--- config.mk ---
export PLATFORM = sky130hd
export DESIGN_NAME = initial_final_mass_relation_top_flat
export DESIGN_NICKNAME = d
export VERILOG_FILES = /design/src/hw/rtl/ifmr_pkg.sv /design/src/hw/rtl/ifmr_in_if.sv /design/src/hw/rtl/ifmr_out_if.sv /design/src/hw/rtl/ifmr_eval.sv /design/src/hw/rtl/initial_final_mass_relation_top.sv /design/src/flat_wrapper.sv
export VERILOG_INCLUDE_DIRS = /design/src /design/src/hw/rtl
export SDC_FILE = /design/constraint.sdc
export NUM_CORES = 1
export LEC_CHECK = 0
export ABC_AREA = 1
export BUFFER_PORTS_ARGS = -buffer_cell sky130_fd_sc_hd__buf_2
export CAP_MARGIN = 20
export CORE_MARGIN = 2
export CORE_UTILIZATION = 55
export DETAILED_ROUTE_END_ITERATION = 7
export PLACE_DENSITY_LB_ADDON = 0.25
export SYNTH_ARGS = -nofsm -noshare
export SYNTH_HDL_FRONTEND = slang
export SYNTH_SLANG_ARGS = --single-unit
--- constraint.sdc ---
create_clock -name clk -period 36.1 [get_ports clk]
set_input_delay 5.415 -clock clk [delete_from_list [all_inputs] [get_ports clk]]
set_output_delay 5.415 -clock clk [all_outputs]
set_load 0.01 [all_outputs]
--- src/hw/rtl/assert_macros.svh ---
// ----------------------------------------------------------------------------
// assert_macros.svh
// Assertion shorthands used by the RTL. Each one is clocked on clk and
// disabled while rst_n is low.
// ----------------------------------------------------------------------------
`ifndef ASSERT_MACROS_SVH
`define ASSERT_MACROS_SVH

// condition must hold at every clock edge outside reset
`define AST_ALWAYS(lbl, cond) \
  lbl: assert property (@(posedge clk) disable iff (!rst_n) (cond)) \
    else $error("assertion failed");

// trigger in one cycle implies the condition in the following cycle
`define AST_NEXT(lbl, trig, cond) \
  lbl: assert property (@(posedge clk) disable iff (!rst_n) (trig) |=> (cond)) \
    else $error("assertion failed");

`endif

--- src/hw/rtl/ifmr_pkg.sv ---
// ----------------------------------------------------------------------------
// ifmr_pkg
// Types, table constants and constant functions for the initial-final mass
// relation block.
// ----------------------------------------------------------------------------
package ifmr_pkg;

  localparam int unsigned MASS_W       = 16;
  localparam int unsigned MODEL_W      = 2;
  localparam int unsigned TABLE_POINTS = 10;
  localparam int unsigned SEG_W        = 4;
  // wide enough for any fixed-point table constant at up to 16 fraction bits
  localparam int unsigned CONST_W      = 20;
  localparam int unsigned SLOPE_W      = 17;
  localparam int unsigned PROD_W       = SLOPE_W + MASS_W;
  localparam int unsigned SUM_W        = PROD_W + 1;
  // table segment slopes carry 16 fraction bits
  localparam int unsigned TAB_SLOPE_FRAC = 16;

  typedef enum logic [MODEL_W-1:0] {
    MODEL_TABLE     = 2'd0,
    MODEL_LINE_A    = 2'd1,
    MODEL_LINE_B    = 2'd2,
    MODEL_TWO_PIECE = 2'd3
  } model_t;

  typedef logic [TABLE_POINTS-1:0][CONST_W-1:0] tab_t;
  typedef logic [TABLE_POINTS-1:0][7:0]         pts_t;
  typedef logic [TABLE_POINTS-1:0][SLOPE_W-1:0] slope_tab_t;

  // initial masses in half solar masses, final masses in hundredths
  localparam pts_t INIT_HALVES = '{8'd18, 8'd16, 8'd14, 8'd12, 8'd10,
                                   8'd8,  8'd6,  8'd5,  8'd4,  8'd2};
  localparam pts_t FINAL_HUND  = '{8'd140, 8'd120, 8'd102, 8'd95, 8'd88,
                                   8'd80,  8'd68,  8'd63,  8'd60, 8'd55};

  // slope of segment k-1..k with 16 fraction bits, entry 0 unused
  localparam slope_tab_t SEG_SLOPE = '{17'd13107, 17'd11796, 17'd4588, 17'd4588,
                                       17'd5243,  17'd7864,  17'd6554, 17'd3932,
                                       17'd3277,  17'd0};

  // thousandths to fixed point, rounded to nearest
  function automatic logic [CONST_W-1:0] fx_milli(input logic [63:0] n,
                                                  input int unsigned f);
    logic [63:0] v;
    v = ((n << f) + 64'd500) / 64'd1000;
    return v[CONST_W-1:0];
  endfunction

  function automatic tab_t init_tab(input int unsigned f);
    tab_t t;
    for (int k = 0; k < TABLE_POINTS; k++) begin
      t[k] = CONST_W'(INIT_HALVES[k]) << (f - 1);
    end
    return t;
  endfunction

  function automatic tab_t final_tab(input int unsigned f);
    tab_t        t;
    logic [63:0] v;
    for (int k = 0; k < TABLE_POINTS; k++) begin
      v    = ((64'(FINAL_HUND[k]) << f) + 64'd50) / 64'd100;
      t[k] = v[CONST_W-1:0];
    end
    return t;
  endfunction

endpackage

--- src/hw/rtl/ifmr_in_if.sv ---
// ----------------------------------------------------------------------------
// ifmr_in_if
// Input channel: valid/ready handshake carrying one initial mass.
// ----------------------------------------------------------------------------
interface ifmr_in_if;
  import ifmr_pkg::*;

  logic              valid;
  logic              ready;
  logic [MASS_W-1:0] initial_mass;

  modport source (output valid, output initial_mass, input ready);
  modport sink   (input valid, input initial_mass, output ready);
endinterface

--- src/hw/rtl/ifmr_out_if.sv ---
// ----------------------------------------------------------------------------
// ifmr_out_if
// Result channel: valid/ready handshake carrying one final mass.
// ----------------------------------------------------------------------------
interface ifmr_out_if;
  import ifmr_pkg::*;

  logic              valid;
  logic              ready;
  logic [MASS_W-1:0] final_mass;

  modport source (output valid, output final_mass, input ready);
  modport sink   (input valid, input final_mass, output ready);
endinterface

--- src/hw/rtl/ifmr_eval.sv ---
// ----------------------------------------------------------------------------
// ifmr_eval
// Combinational evaluation of the selected relation: segment lookup or line
// coefficients, one shared multiplier, rounding and saturation.
// ----------------------------------------------------------------------------
module ifmr_eval #(
  parameter int unsigned FRAC_BITS = 10
) (
  input  ifmr_pkg::model_t          model,
  input  logic [ifmr_pkg::MASS_W-1:0] mass_in,
  output logic [ifmr_pkg::MASS_W-1:0] mass_out
);
  import ifmr_pkg::*;

  localparam tab_t INIT_FX  = init_tab(FRAC_BITS);
  localparam tab_t FINAL_FX = final_tab(FRAC_BITS);

  localparam logic [CONST_W-1:0] A_ICPT = fx_milli(64'd339, FRAC_BITS);
  localparam logic [CONST_W-1:0] A_SLP  = fx_milli(64'd129, FRAC_BITS);
  localparam logic [CONST_W-1:0] B_ICPT = fx_milli(64'd466, FRAC_BITS);
  localparam logic [CONST_W-1:0] B_SLP  = fx_milli(64'd84,  FRAC_BITS);
  localparam logic [CONST_W-1:0] C_ICPT = fx_milli(64'd331, FRAC_BITS);
  localparam logic [CONST_W-1:0] C_SLP  = fx_milli(64'd134, FRAC_BITS);
  localparam logic [CONST_W-1:0] D_ICPT = fx_milli(64'd679, FRAC_BITS);
  localparam logic [CONST_W-1:0] D_SLP  = fx_milli(64'd47,  FRAC_BITS);
  localparam logic [CONST_W-1:0] SPLIT_FX = CONST_W'(64'd4 << FRAC_BITS);

  localparam logic [PROD_W-1:0] HALF_TAB  = PROD_W'(1) << (TAB_SLOPE_FRAC - 1);
  localparam logic [PROD_W-1:0] HALF_LINE = PROD_W'(1) << (FRAC_BITS - 1);
  localparam logic [SEG_W-1:0]  SEG_LAST  = SEG_W'(TABLE_POINTS - 1);

  logic [CONST_W-1:0] m_ext;
  logic [SEG_W-1:0]   seg;
  logic [SEG_W-1:0]   seg_lo;
  logic [CONST_W-1:0] base;
  logic [SLOPE_W-1:0] mul_a;
  logic [MASS_W-1:0]  mul_b;
  logic               tab_shift;
  logic [PROD_W-1:0]  prod;
  logic [PROD_W-1:0]  rnd;
  logic [SUM_W-1:0]   sum;

  assign m_ext  = CONST_W'(mass_in);
  assign seg_lo = seg - SEG_W'(1);

  // segment search: first inner point at or above the mass
  always_comb begin
    seg = SEG_LAST;
    for (int k = TABLE_POINTS - 2; k >= 1; k--) begin
      if (m_ext <= INIT_FX[k]) begin
        seg = SEG_W'(k);
      end
    end
  end

  // operand selection per relation
  always_comb begin
    base      = '0;
    mul_a     = '0;
    mul_b     = mass_in;
    tab_shift = 1'b0;
    unique case (model)
      MODEL_TABLE: begin
        tab_shift = 1'b1;
        if (m_ext <= INIT_FX[0]) begin
          base  = FINAL_FX[0];
        end else if (m_ext >= INIT_FX[TABLE_POINTS-1]) begin
          base  = FINAL_FX[TABLE_POINTS-1];
        end else begin
          base  = FINAL_FX[seg_lo];
          mul_a = SEG_SLOPE[seg];
          mul_b = MASS_W'(m_ext - INIT_FX[seg_lo]);
        end
      end
      MODEL_LINE_A: begin
        base  = A_ICPT;
        mul_a = SLOPE_W'(A_SLP);
      end
      MODEL_LINE_B: begin
        base  = B_ICPT;
        mul_a = SLOPE_W'(B_SLP);
      end
      MODEL_TWO_PIECE: begin
        if (m_ext > SPLIT_FX) begin
          base  = D_ICPT;
          mul_a = SLOPE_W'(D_SLP);
        end else begin
          base  = C_ICPT;
          mul_a = SLOPE_W'(C_SLP);
        end
      end
      default: begin
        base  = '0;
        mul_a = '0;
      end
    endcase
  end

  // shared multiply, round to nearest, saturate
  always_comb begin
    prod = PROD_W'(mul_a) * PROD_W'(mul_b);
    if (tab_shift) begin
      rnd = (prod + HALF_TAB) >> TAB_SLOPE_FRAC;
    end else begin
      rnd = (prod + HALF_LINE) >> FRAC_BITS;
    end
    sum = SUM_W'(base) + SUM_W'(rnd);
    if (|sum[SUM_W-1:MASS_W]) begin
      mass_out = '1;
    end else begin
      mass_out = sum[MASS_W-1:0];
    end
  end

endmodule

--- src/hw/rtl/initial_final_mass_relation_top.sv ---
// Pipeline: an accepted transaction passes through the input register, then
// the result register, where its result is presented as valid.
// Throughput: one transaction per cycle while the output is not stalled; the
// single multiplier in the evaluation stage is used once per item.
// Reset: rst_n synchronous, active low; clears both valid flags and sets the
// model register to table interpolation.
// ----------------------------------------------------------------------------
// initial_final_mass_relation_top
// Maps an initial stellar mass to a final white-dwarf mass under the
// configured relation, with a two-stage valid/ready pipeline.
// ----------------------------------------------------------------------------
module initial_final_mass_relation_top #(
  parameter int unsigned FRAC_BITS = 10
) (
  input  logic                         clk,
  input  logic                         rst_n,
  ifmr_in_if.sink                      in_ch,
  ifmr_out_if.source                   out_ch,
  input  logic                         cfg_we,
  input  logic [ifmr_pkg::MODEL_W-1:0] cfg_wdata
);
  import ifmr_pkg::*;

  `include "assert_macros.svh"

  model_t            model_r;
  logic              s1_valid_r;
  logic              s1_valid_nxt;
  logic [MASS_W-1:0] mass_r;
  logic              out_valid_r;
  logic              out_valid_nxt;
  logic [MASS_W-1:0] result_r;
  logic [MASS_W-1:0] result_c;
  logic              in_fire;
  logic              adv_out;

  // handshake and stage advance
  assign adv_out      = !out_valid_r || out_ch.ready;
  assign in_ch.ready  = !s1_valid_r || adv_out;
  assign in_fire      = in_ch.valid && in_ch.ready;
  assign s1_valid_nxt = in_fire ? 1'b1 : (adv_out ? 1'b0 : s1_valid_r);
  assign out_valid_nxt = adv_out ? s1_valid_r : out_valid_r;

  assign out_ch.valid      = out_valid_r;
  assign out_ch.final_mass = result_r;

  // relation evaluation
  ifmr_eval #(
    .FRAC_BITS (FRAC_BITS)
  ) u_eval (
    .model    (model_r),
    .mass_in  (mass_r),
    .mass_out (result_c)
  );

  // control registers
  always_ff @(posedge clk) begin
    if (!rst_n) begin
      model_r     <= MODEL_TABLE;
      s1_valid_r  <= 1'b0;
      out_valid_r <= 1'b0;
    end else begin
      if (cfg_we) begin
        model_r <= model_t'(cfg_wdata);
      end
      s1_valid_r  <= s1_valid_nxt;
      out_valid_r <= out_valid_nxt;
    end
  end

  // payload registers
  always_ff @(posedge clk) begin
    if (in_fire) begin
      mass_r <= in_ch.initial_mass;
    end
    if (s1_valid_r && adv_out) begin
      result_r <= result_c;
    end
  end

  // checks
  `AST_NEXT(a_in_to_s1, in_fire, s1_valid_r && mass_r == $past(in_ch.initial_mass))
  `AST_NEXT(a_s1_to_out, s1_valid_r && adv_out, out_valid_r && result_r == $past(result_c))
  `AST_NEXT(a_cfg_write, cfg_we, model_r == model_t'($past(cfg_wdata)))
  `AST_ALWAYS(a_no_accept_full, !(s1_valid_r && out_valid_r && !out_ch.ready && in_fire))

endmodule
--- src/flat_wrapper.sv ---
// flat-port wrapper written by rule: the top's interface ports become plain ports
module initial_final_mass_relation_top_flat import ifmr_pkg::*;
#(
  parameter int unsigned FRAC_BITS = 10
)
  (clk, rst_n, cfg_we, cfg_wdata, in_ch_valid, in_ch_initial_mass, in_ch_ready, out_ch_valid, out_ch_final_mass, out_ch_ready);
  ifmr_in_if in_ch_i ();
  ifmr_out_if out_ch_i ();
  input  logic clk;
  input  logic rst_n;
  input  logic cfg_we;
  input  logic [ifmr_pkg::MODEL_W-1:0] cfg_wdata;
  input wire logic [$bits(in_ch_i.valid)-1:0] in_ch_valid;
  input wire logic [$bits(in_ch_i.initial_mass)-1:0] in_ch_initial_mass;
  output wire logic [$bits(in_ch_i.ready)-1:0] in_ch_ready;
  output wire logic [$bits(out_ch_i.valid)-1:0] out_ch_valid;
  output wire logic [$bits(out_ch_i.final_mass)-1:0] out_ch_final_mass;
  input wire logic [$bits(out_ch_i.ready)-1:0] out_ch_ready;
  assign in_ch_i.valid = in_ch_valid;
  assign in_ch_i.initial_mass = in_ch_initial_mass;
  assign in_ch_ready = in_ch_i.ready;
  assign out_ch_valid = out_ch_i.valid;
  assign out_ch_final_mass = out_ch_i.final_mass;
  assign out_ch_i.ready = out_ch_ready;
  initial_final_mass_relation_top #(.FRAC_BITS(FRAC_BITS)) u_core (.clk(clk), .rst_n(rst_n), .in_ch(in_ch_i), .out_ch(out_ch_i), .cfg_we(cfg_we), .cfg_wdata(cfg_wdata));
endmodule
After elaboration in Yosys (flattened, before gate mapping)
Memory sizes are Yosys's and may differ from the RTL's.
Cells that the tools add are included.
{"block": "word_totals", "register_bits": 36, "rom_bits": 912, "output_inout_bits": 18, "elab_cells": 65, "mem_count": 3}
{"name": "(no name shown)", "words": 16, "word_bits": 20, "read_ports": 1, "rd_clocked_by_memory_dff": 0, "write_ports": 0, "line_no": "ifmr_eval.sv:72", "rtl": "mul_b = MASS_W'(m_ext - INIT_FX[seg_lo]);"}
{"name": "(no name shown)", "words": 16, "word_bits": 20, "read_ports": 1, "rd_clocked_by_memory_dff": 0, "write_ports": 0, "line_no": "ifmr_eval.sv:70", "rtl": "base = FINAL_FX[seg_lo];"}
{"name": "(no name shown)", "words": 16, "word_bits": 17, "read_ports": 1, "rd_clocked_by_memory_dff": 0, "write_ports": 0, "line_no": "ifmr_eval.sv:71", "rtl": "mul_a = SEG_SLOPE[seg];"}
{"block": "op_classes", "addsub": 5, "n_mul": 1, "order_cmp": 13, "eq_ne": 3, "muxes": 26, "n_reduce_logical": 9}
{"operator": "case mux 20 bit (4 select lines)", "n": 1}
{"operator": "case mux 17 bit (4 select lines)", "n": 1}
{"operator": "<= comparator 16 x 13 -> 1 bit (second input constant)", "n": 4}
{"operator": "2-to-1 mux 16 bit", "n": 4}
{"operator": "2-to-1 mux 20 bit", "n": 3}
{"operator": "2-to-1 mux 17 bit", "n": 3}
{"operator": "<= comparator 16 x 12 -> 1 bit (second input constant)", "n": 3}
{"operator": "adder 20 x 33 -> 34 bit", "n": 1}
{"operator": "adder 33 x 10 -> 33 bit (second input constant)", "n": 1}
{"operator": "adder 33 x 16 -> 33 bit (second input constant)", "n": 1}
{"operator": "multiplier 17 x 16 -> 33 bit", "n": 1}
{"operator": "2-to-1 mux 4 bit", "n": 7}
{"operator": "2-to-1 mux 23 bit", "n": 1}
{"operator": "OR reduction 18 bit", "n": 1}
{"operator": "greater-or-equal comparator 16 x 14 -> 1 bit (second input constant)", "n": 1}
{"operator": "greater-than comparator 16 x 13 -> 1 bit (second input constant)", "n": 1}
{"operator": "<= comparator 16 x 11 -> 1 bit (second input constant)", "n": 1}
{"operator": "<= comparator 16 x 14 -> 1 bit (second input constant)", "n": 1}
{"operator": "subtractor 16 bit", "n": 1}
{"operator": "< comparator 4 x 5 -> 1 bit (second input constant)", "n": 2}
{"operator": "2-to-1 mux 10 bit", "n": 1}
{"operator": "2-to-1 mux 8 bit", "n": 1}
{"operator": "equality test 2 bit (second input constant)", "n": 2}
{"operator": "2-to-1 mux 1 bit", "n": 4}
{"operator": "7 further kinds", "n": 10}

Longest topological paths before layout
{"block": "logic_depth", "ltp_word": 21, "depth_mapped": 76, "mapped_depth_nobuf": 75}

Cells and area by module
A second synthesis with hierarchy kept.
{"block": "hier_totals", "hier_cells": 1763, "area_unflattened_um2": 12684.7}
{"module": "ifmr_eval", "n_inst": 1, "cells_each": 1709, "area_each_um2": 11559.8, "seq_area_each_um2": 0.0}
{"module": "initial_final_mass_relation_top", "n_inst": 1, "cells_each": 54, "area_each_um2": 1124.8, "seq_area_each_um2": 1041.0}

Worst setup path after synthesis
OpenSTA, ideal clock, no wires.
{"block": "synth_timing", "path_kind": "register -> register", "from": "register u_core.mass_r[11]", "to": "register u_core.result_r[10], in the netlist u_core.out_ch.final_mass[10] (data pin)", "t_arrival_ns": 11.756, "t_required_ns": 35.841, "slack_ns": 24.085, "path_stages_with_launch": 66, "path_buffers": 1, "cell_sequence": "edfxtp_1 -> inv_1 -> nand2_1 -> nor4_1 -> a221oi_1 -> nand2_1 -> inv_1 -> o21ai_0 -> ha_1 -> inv_1 -> ha_1 -> nand2_1 -> nor2_1 -> a21oi_1 -> ha_1 -> nand2_1 -> o21ai_0 -> a21oi_1 -> (+30 left out) -> o21ai_0 -> nand3_1 -> nand2_1 -> nand3_1 -> nand2_1 -> nand3_1 -> and2_0 -> inv_1 -> nand3_1 -> nor2_4 -> nand2_2 -> nor2_2 -> nand3_1 -> nand2_1 -> nand2_1 -> inv_2 -> buf_8 -> nand3_2"}
{"block": "synth_between", "elab_chain_len": 21, "elab_cells_between_ends": 44, "cone_classes": "add/sub (5); mul (1); order compare (11); mux (23); reduce/logical (1); memory (3)"}
{"item": "from (decl)", "line_no": "initial_final_mass_relation_top.sv:29", "rtl": "logic [MASS_W-1:0] mass_r;"}
{"item": "from (signal assigned)", "line_no": "initial_final_mass_relation_top.sv:74", "rtl": "mass_r <= in_ch.initial_mass;"}
{"item": "<= comparator 16 x 14 -> 1 bit", "line_no": "ifmr_eval.sv:50", "rtl": "if (m_ext <= INIT_FX[k]) begin"}
{"item": "2-to-1 mux 1 bit", "line_no": "ifmr_eval.sv:50"}
{"item": "2-to-1 mux 4 bit (7 in series)", "line_no": "ifmr_eval.sv:50"}
{"item": "subtractor 4 x 1 -> 4 bit", "line_no": "ifmr_eval.sv:44", "rtl": "assign seg_lo = seg - SEG_W'(1);"}
{"item": "memory read (16 x 20 bit)"}
{"item": "2-to-1 mux 16 bit (implied by the code)", "line_no": "ifmr_eval.sv:72"}
{"item": "subtractor 16 bit", "line_no": "ifmr_eval.sv:72"}
{"item": "2-to-1 mux 16 bit", "line_no": "ifmr_eval.sv:67", "rtl": "end else if (m_ext >= INIT_FX[TABLE_POINTS-1]) begin"}
{"item": "2-to-1 mux 16 bit", "line_no": "ifmr_eval.sv:65", "rtl": "if (m_ext <= INIT_FX[0]) begin"}
{"item": "2-to-1 mux 16 bit", "line_no": "ifmr_eval.sv:62", "rtl": "unique case (model)"}
{"item": "multiplier 17 x 16 -> 33 bit", "line_no": "ifmr_eval.sv:101", "rtl": "prod = PROD_W'(mul_a) * PROD_W'(mul_b);"}
{"item": "adder 33 x 10 -> 33 bit or adder 33 x 16 -> 33 bit (tied branches)", "line_no": "ifmr_eval.sv:105, ifmr_eval.sv:103"}
{"item": "2-to-1 mux 23 bit", "line_no": "ifmr_eval.sv:102", "rtl": "if (tab_shift) begin"}
{"item": "adder 20 x 33 -> 34 bit *", "line_no": "ifmr_eval.sv:107", "rtl": "sum = SUM_W'(base) + SUM_W'(rnd);"}
{"item": "OR reduction 18 bit", "line_no": "ifmr_eval.sv:108", "rtl": "if (|sum[SUM_W-1:MASS_W]) begin"}
{"item": "to (signal assigned)", "line_no": "initial_final_mass_relation_top.sv:77", "rtl": "result_r <= result_c;"}
{"item": "to (decl)", "line_no": "initial_final_mass_relation_top.sv:32", "rtl": "logic [MASS_W-1:0] result_r;"}
Every way passes the cells marked *; elsewhere a longest branch is shown, timed or not. The select of a mux whose other input is x is not followed.
A chain may end at the register's enable or synchronous reset.

Worst setup path in the final report
{"block": "layout_timing", "from": "register u_core.mass_r[3]", "to": "register u_core.result_r[2], in the netlist u_core.out_ch.final_mass[2] (data pin)"}
Same word-level chain as after synthesis.

==> results.py <==
metrics = {
    "outcome": {
        "outcome": "complete, no violations",
    },
    "floorplanning": {
        "die_h_um": 155,
        "die_area_mm2": 0.0241,
        "initial_core_util_pct": 55.9,
        "core_mm2": 0.0226,
        "io_pins": 41,
        "die_width_um": 155,
        "rows": 55,
    },
    "timing": {
        "slew_violations": 0,
        "fin_setup_tns_ns": 0,
        "grt_setup_unrepaired": "false",
        "period_minus_slack_ns": 14.00,
        "slew_headroom_pct": 31.7,
        "max_freq_ghz": 0.0714,
        "fin_crit_sh_pct": 38.8,
        "fin_skew_ns": 0.00667,
        "hold_violations": 0,
        "setup_viol": 0,
        "worstMarginPinSlew_ns": 1.02,
    },
    "synthesis": {
        "synth_cells": 1730,
        "synth-seq-cells": 36,
        "seq_area_frac_synth_pct": 8.26,
        "ys.flop_type": "edfxtp_1",
        "syn_nets": 2061,
        "synthArstFlopShare_pct": 0,
        "syn_avg_cell_area_um2": 7.29,
        "syn-cell-area_mm2": 0.0126,
        "yosys-top-cells-area": "fa_1, ha_1, nand2_1",
        "synth_top_area_share_pct": 26.7,
        "yosysWarnings": 0,
        "yosys.area.top_type": "fa_1",
        "synth_enable_flop_cells": 32,
        "ys_types": 50,
    },
    "cts": {
        "clk_path_buf_depth": 2,
        "root_buffer": "clkbuf_16",
        "postCtsSetupBuffers": 0,
        "cts.sinks": 36,
        "cts_buffers": 5,
        "clock_latency_ns": 0.29,
        "cts_resized": 0,
        "hold_buffers": 0,
        "cts_tree": "built",
        "htreeDepth": 2,
        "cts.clk_slew.worst_paths_ns": 0.07,
    },
    "worst_setup_path": {
        "endpoint_kind": "flip-flop",
        "critPathLaunchType": "flip-flop",
        "crit_top_cell": "a21oi_1",
        "cp_slowest_cell": "edfxtp_1",
        "crit_type": "reg2reg",
        "crit_required_ns": 36.12,
        "worstPathArrival_ns": 14.02,
        "slowest_delay_ns": 0.64,
        "crit_fanout": 16,
    },
    "power": {
        "seqPwrFrac_pct": 7.5,
        "ir_drop_mv": 0.0648,
        "p_switching_mw": 0.577,
        "power_mw": 0.957,
        "pwr-share-comb_pct": 87.9,
        "p_sw_share_pct": 60.3,
        "p_int_mw": 0.380,
        "pwr-share-clk_pct": 4.6,
        "power_density_mw_per_mm2": 72.4,
        "leakagePower_nw": 7.13,
    },
    "routing": {
        "drtAntennaViolNets": 0,
        "first_pass_iters": 8,
        "route.detailed.drc": 0,
        "via_per_inst": 5.48,
        "routedWlPerCell_um": 16.8,
        "vias": 11200,
        "first_iter_violations": 988,
        "finalWirelength_um": 34300,
    },
    "grt": {
        "antenna_found_initial": 0,
        "grt_max_degree": 27,
        "grt_pass1_wl_um": 56700,
        "grt_pass1_vias": 11200,
        "overflow": 0,
        "grtUsageTotal_pct": 29.7,
    },
    "layout": {
        "final_util_pct": 58.6,
        "drive_above_1_share_pct": 9.91,
        "diodes": 0,
        "area_delta_synth_final_pct": 4.84,
        "nets": 2086,
    },
    "worst_hold_path": {
        "hold_class": "reg2reg",
    },
    "flow_run": {
        "maxCapViolCount": 0,
    },
    "placement": {
        "gp_congestion": 0.998,
        "hpwlAfterDp_um": 29500,
        "port_buffers": 40,
    },
}
## final cells by class
type	instances	area, µm²
clock buffers	5	125
repair buffers	46	245
inverters	389	1460
flip-flops and latches	36	1040
well taps	285	357
fillers	2149	9350
multi-input cells	1277	9970
clock inverters	3	18.8
## stage by stage
step / area (µm²) / std cells / hold slack (ns) / setup slack (ns)
2_1_floorplan: 12600 / 1730 / 0.448 / 24.09
3_3_place_gp: 13100 / 2033 / 0.472 / 22.69
3_5_place_dp: 13100 / 2033 / 0.476 / 22.27
4_1_cts: 13200 / 2041 / 0.487 / 22.22
5_1_grt: 13200 / 2041 / 0.519 / 20.89
6_report: 13200 / 2041 / 0.484 / 22.10
## synthesized netlist by cell type, types with 4 or more instances
cell and instances:
fa_1 168, xor2_1 17, nor4_1 6, a31oi_1 9, clkbuf_1 24, nand2_4 7
a21oi_1 70, o21ai_0 58, nand3_1 84, o21ai_1 5, inv_1 372, clkinv_1 8
nand2_2 30, nor3_1 5, inv_2 8, o21bai_1 7, nand3_2 23, nor2_8 4
nand3b_1 5, edfxtp_1 32, nand4_1 10, nor2_1 161, nor2_2 20, dfxtp_1 4
xnor2_1 8, nand2_1 390, xor2_2 4, nor2_4 14, ha_1 140
## path summary, 6_finish.rpt
kind,from,endpoint,slack (ns),depth (start not counted)
setup / recovery,u_core.mass_r[3],u_core.out_ch.final_mass[2],22.10,60
hold / removal,u_core.out_ch.valid,u_core.out_ch.valid,0.48,2
setup reg to reg,u_core.mass_r[3],u_core.out_ch.final_mass[2],22.10,60
hold reg to reg,u_core.out_ch.valid,u_core.out_ch.valid,0.48,2
## flip-flops by register name, indices dropped and copies added, names as in the netlist
register	cells
u_core.model_r	2
u_core.out_ch.valid	1
u_core.out_ch.final_mass	16
u_core.s1_valid_r	1
u_core.mass_r	16
## power groups by stage
stage,registers [mW],clock network [mW],logic (mW)
final,0.0718,0.0444,0.841
after global routing,0.0728,0.0464,0.945
after CTS,0.0718,0.0455,0.838
after detailed placement,0.0726,0,0.827
after global placement,0.0723,0,0.820
after floorplan,0.0745,0,0.617
## critical path, delay by kind of cell, from the launching register on
family,cells,cell delay [ns]
fa+ha+maj,12,5.00
compound gates,20,4.14
simple gates,20,2.65
buf+inv,7,0.90
flops,1,0.64
xor+xnor,1,0.40
## cells in the final DEF, fill, tap and decap left out, types with 30 or more instances in the layout
master	count
inv_1	372
nand3_1	84
nand2_2	30
fa_1	168
buf_2	40
edfxtp_1	32
o21ai_0	58
nand2_1	390
ha_1	140
nor2_1	161
a21oi_1	70
## metal layers
layer | GRT usage [%] | vias up | part of all wire, %
met3 | 4.51 | 64 | 6.9
met2 | 47.7 | 418 | 46
met5 | 0 | - | 0
met4 | 8.48 | 0 | 2.9
met1 | 41.9 | 5338 | 44
li1 | - | 5373 | -
## cells by family (layout without fill, tap and decap cells)
group | Yosys count | in the layout | synth area share [%]
xor gates and xnor gates | 29 | 29 | 2.25
DFF | 36 | 36 | 8.26
buffers and inverters | 417 | 443 | 12.7
AOI/OAI and AO/OA | 173 | 173 | 7.69
and+or+nand+nor | 767 | 767 | 28.6
adders and majority gates | 308 | 308 | 40.6
Note: power is estimated with default switching activity, not from simulation.
